## src/rtl/core/tcw_pkg.sv

```systemverilog
// ----------------------------------------------------------------------------
// Text console writer package
// Screen geometry, field widths, operation codes and the control types shared
// by the controller and the datapath.
// ----------------------------------------------------------------------------
package tcw_pkg;

  localparam int COLUMNS       = 80;
  localparam int ROWS          = 25;
  localparam int CELLS         = COLUMNS * ROWS;
  localparam int LAST_ROW_BASE = (ROWS - 1) * COLUMNS;

  localparam int ADDR_W = $clog2(CELLS);
  localparam int COL_W  = $clog2(COLUMNS);
  localparam int SRC_W  = $clog2(CELLS + COLUMNS + 1);

  localparam int OP_W    = 2;
  localparam int CHAR_W  = 8;
  localparam int ATTR_W  = 8;
  localparam int INDEX_W = 11;
  localparam int POS_W   = 11;
  localparam int CELL_W  = 16;

  localparam logic [CELL_W-1:0] BLANK_CELL = 16'h0720;
  localparam logic [CHAR_W-1:0] NEWLINE    = 8'h0A;
  localparam logic [CHAR_W-1:0] PRINT_LO   = 8'h20;
  localparam logic [CHAR_W-1:0] PRINT_HI   = 8'h7F;

  typedef enum logic [OP_W-1:0] {
    OP_PUT   = 2'd0,
    OP_READ  = 2'd1,
    OP_CLEAR = 2'd2,
    OP_NOP   = 2'd3
  } op_t;

  typedef enum logic [2:0] {
    ST_INIT,
    ST_IDLE,
    ST_DECODE,
    ST_SCROLL_PRIME,
    ST_SCROLL,
    ST_CLEAR
  } state_t;

  typedef struct packed {
    logic accept;
    logic rd_input;
    logic rd_next;
    logic put_step;
    logic home;
    logic sweep_write;
    logic copy;
    logic load_result;
    logic result_read;
    logic result_scrolled;
  } dp_cmd_t;

  typedef struct packed {
    op_t  op;
    logic scroll_needed;
    logic sweep_last;
    logic out_busy;
  } dp_status_t;

endpackage

```

## src/rtl/core/tcw_ctrl.sv

```systemverilog
// ----------------------------------------------------------------------------
// Text console controller
// State machine that sequences decode, scroll copy, screen clear and the
// clearing pass after reset, and drives the datapath by commands.
// ----------------------------------------------------------------------------
module tcw_ctrl (
  input  logic                clk,
  input  logic                rst,
  input  logic                req_valid,
  output logic                req_ready,
  input  tcw_pkg::dp_status_t status,
  output tcw_pkg::dp_cmd_t    cmd
);

  tcw_pkg::state_t state;
  tcw_pkg::state_t state_next;

  always_ff @(posedge clk) begin
    if (rst) begin
      state <= tcw_pkg::ST_INIT;
    end else begin
      state <= state_next;
    end
  end

  always_comb begin
    cmd        = '0;
    req_ready  = 1'b0;
    state_next = state;
    case (state)
      tcw_pkg::ST_INIT: begin
        cmd.sweep_write = 1'b1;
        if (status.sweep_last) begin
          state_next = tcw_pkg::ST_IDLE;
        end
      end
      tcw_pkg::ST_IDLE: begin
        cmd.rd_input = 1'b1;
        req_ready    = !status.out_busy;
        if (req_valid && !status.out_busy) begin
          cmd.accept = 1'b1;
          state_next = tcw_pkg::ST_DECODE;
        end
      end
      tcw_pkg::ST_DECODE: begin
        case (status.op)
          tcw_pkg::OP_PUT: begin
            cmd.put_step = 1'b1;
            if (status.scroll_needed) begin
              state_next = tcw_pkg::ST_SCROLL_PRIME;
            end else begin
              cmd.load_result = 1'b1;
              state_next      = tcw_pkg::ST_IDLE;
            end
          end
          tcw_pkg::OP_READ: begin
            cmd.load_result = 1'b1;
            cmd.result_read = 1'b1;
            state_next      = tcw_pkg::ST_IDLE;
          end
          tcw_pkg::OP_CLEAR: begin
            cmd.home   = 1'b1;
            state_next = tcw_pkg::ST_CLEAR;
          end
          default: begin
            cmd.load_result = 1'b1;
            state_next      = tcw_pkg::ST_IDLE;
          end
        endcase
      end
      tcw_pkg::ST_SCROLL_PRIME: begin
        state_next = tcw_pkg::ST_SCROLL;
      end
      tcw_pkg::ST_SCROLL: begin
        cmd.sweep_write = 1'b1;
        cmd.copy        = 1'b1;
        cmd.rd_next     = 1'b1;
        if (status.sweep_last) begin
          cmd.load_result     = 1'b1;
          cmd.result_scrolled = 1'b1;
          state_next          = tcw_pkg::ST_IDLE;
        end
      end
      tcw_pkg::ST_CLEAR: begin
        cmd.sweep_write = 1'b1;
        if (status.sweep_last) begin
          cmd.load_result = 1'b1;
          state_next      = tcw_pkg::ST_IDLE;
        end
      end
      default: begin
        state_next = tcw_pkg::ST_INIT;
      end
    endcase
  end

endmodule

```

## config.mk

```make
export PLATFORM = sky130hd
export DESIGN_NAME = tcw_ctrl
export DESIGN_NICKNAME = d
export VERILOG_FILES = /design/src/rtl/core/tcw_pkg.sv /design/src/rtl/core/tcw_ctrl.sv
export SDC_FILE = /design/constraint.sdc
export NUM_CORES = 1
export LEC_CHECK = 0
export ABC_AREA = 1
export BUFFER_PORTS_ARGS = -buffer_cell sky130_fd_sc_hd__buf_2
export CAP_MARGIN = 25
export CORE_AREA = 8 8 45 47
export DETAILED_ROUTE_END_ITERATION = 6
export DIE_AREA = 0 0 53 55
export PLACE_DENSITY = 0.48
export SLEW_MARGIN = 5
export SYNTH_ARGS = -nofsm -noshare
export SYNTH_HDL_FRONTEND = slang
export SYNTH_SLANG_ARGS = --single-unit
```

## constraint.sdc

```tcl
create_clock -name clk -period 0.9 [get_ports clk]
set_input_delay 0.18 -clock clk [delete_from_list [all_inputs] [get_ports clk]]
set_output_delay 0.18 -clock clk [all_outputs]
set_load 0.02 [all_outputs]
```

==> results.yml <==
timing:
  setup_viol_count_final: 14
  tns_ps: -4902
  setup_ws_ps: -448.0
  fin_skew_ps: 3.647
  fmax_ghz: 0.7418
  fin_crit_sh_pct: 149.8
  hold_ws_ps: 110.8
  slew_headroom_pct: 81.89
  drv_slew: 0
  layout_min_cycle_time_ps: 1348
  hold_violations: 0
  rsz0062_at_grt: "true"
  worst_pin_slew_ps: 271.4
setup_path:
  critPathKind: "reg2out"
  cp.required_ps: 720
  worstPathArrival_ps: 1170
  end_kind: "output port"
  worstPathCellList: "inv_4, nor2_4, inv_4, nor3_4, buf_6"
  slowest_stage: "dfxtp_4"
  worst-path-buf-inv: 3
  start_kind: "register"
  cp_max_fo: 3
  worst_path_most_repeated_cell: "inv_4"
  crit_family: "flip-flops"
  cp_slowest_stage_delay_ps: 370
pwr:
  power_switching_mw: 0.4832
  totalPowerFinal_mw: 1.191
  clkPwrFrac_pct: 19.6
  swShare_pct: 40.55
  cellPowerDensity_mw_per_mm2: 1543
  pwr-share-seq_pct: 16.8
  internal_power_mw: 0.7082
  ir_worst_vdd_v: 0.001004
  pwr-share-comb_pct: 63.6
  leakagePower_nw: 0.3489
placement:
  place_congestion: 0.7256
  place_inst: 95
  post-place-ws_ps: -265.6
  io_buffers: 18
  dp_hpwl_um: 789.5
  postPlaceCellArea_um2: 549.3
finish:
  final_core_util_pct: 55.79
  fin_area_um2: 772.0
  fin_cells: 103
  multi_input_area_um2: 304.0
  largest_reg_flops: 3
  diodes: 0
  reg_top3: "state (3)"
  final_layout_size_suffix_gt1_share_pct: 80.46
  seq_area_um2: 71.32
  num-fill-cells: 130
  layout.nets: 96
  area_growth_pct: 176.7
  regMostFlops: "state"
global_routing:
  overflow: 0
  grt_pass1_wl_um: 1842
  antenna_found_initial: 0
  grt_pass1_vias: 463
  gr-usage-all-layers_pct: 8.133
  grt_max_degree: 6
drt:
  drc: 0
  vias_per_cell: 4.243
  vias: 437
  drt-initial-drc-count: 1
  routed_wl_um: 1111
  antenna_left: 0
  post_drt_wl_per_cell_um: 10.79
  first_pass_iters: 2
yosys:
  synth_enable_flop_cells: 0
  ys_seq_elements: 3
  async_flop_share_pct: 0
  synth-seq-area-share_pct: 21.52
  netlist_area_um2: 279.0
  yosys-top-cells-area: "dfxtp_1 22%, nor2_1 17%, inv_1 13%"
  yosysMostFrequentCell: "nor2_1"
  synth_top_area_share_pct: 21.52
  synth_fp_nets: 57
  synth_cells: 49
  ys_warn_count: 0
  synth.avg_cell_area_um2: 5.694
  yosysUniqueCellTypes: 15
  synth_common_cells: "13 x nor2_1, 10 x inv_1, 5 x nand2_1"
  synth_top_flop_cell: "dfxtp_1"
  yosys.area.top_type: "dfxtp_1"
clock_network:
  cts_hold_buf: 0
  cts_root_buffer: "clkbuf_4"
  clockBufferDepth: 2
  htreeDepth: 1
  clk_latency_ps: 230
  cts_tree: "done"
  cts.sinks: 3
  clk_pin_slew_ps: 30
  cts_made_buffers: 3
floorplan:
  die-width_um: 53
  die-area_mm2: 0.002915
  placementRows: 14
  start_util_pct: 20.16
  core_mm2: 0.001384
  die_h_um: 55
  io_pins: 19
outcome:
  outcome: "finished with violations"
  violations: "negative setup slack"
run:
  maxCapViolations: 0
min_path:
  min_path_type: "in2reg"
cells by family after synthesis:
family | count (synthesis) | synth area share (%)
buffers and inverters | 12 | 17.49
DFF | 3 | 21.53
AOI/OAI and AO/OA | 5 | 9.415
and+or+nand+nor | 29 | 51.57
repair_timing:
| item | CTS | global route |
|---|---|---|
| gates resized for setup | 35 | 14 |
| setup buffers | 3 | 1 |
| pin swaps | 8 | 5 |
| setup endpoints to repair | 14 | 14 |
| endpoints found under the hold margin | 0 | 0 |
layer usage:
layer  vias up  routed length (µm)  GRT usage [%]  part of all wire (%)
li1        225                   -              -                     -
met1       200                 417          8.333                    38
met2        12                 600          15.23                    54
met3         0                  94          4.278                   8.5
met4         0                   0              0                     0
met5         -                   0              0                     0
final timing paths:
kind / from / depth (start not counted) / end / slack (ps)
worst max-delay path: state[2] / 5 / cmd[0] / -450
worst min-delay path: rst / 2 / state[2] / 110
worst max register to register: state[2] / 7 / state[0] / -300
worst min register to register: state[2] / 4 / state[2] / 690
layout make-up:
| cell class | count | share of cell area [%] |
|---|---|---|
| tap | 16 | 2.593 |
| inverter | 11 | 6.321 |
| multi-input combinational | 34 | 39.38 |
| sequential | 3 | 9.238 |
| timing repair buffer | 35 | 39.06 |
| clock buffer | 4 | 3.404 |
power by group through the flow:
stage,Clock (mW),Combinational (mW),Sequential (mW)
after global routing,0.256,0.819,0.203
after global placement,0,0.519,0.190
after CTS,0.236,0.724,0.197
after floorplan,0,0.305,0.204
final,0.233,0.758,0.200
after detailed placement,0,0.518,0.190
cells in the final DEF, fill, tap and decap left out:
cell      Yosys  routed
buf_4         1      13
a21oi_1       3       1
a21oi_2       0       2
o21ai_2       0       1
buf_2         0       7
clkbuf_4      0       3
o22ai_4       0       1
nor2_4        0      10
inv_4         0       3
clkbuf_1      0       1
nor3_2        0       1
nor2_1       13       5
nor3b_1       1       1
nand3_2       3       4
nand3_4       0       1
nand2_1       5       3
inv_1        10       6
nor3_4        0       1
dfxtp_4       0       3
nand2_2       1       3
inv_2         1       2
buf_6         0      15
No activity file was read; power rests on OpenSTA's default activity.
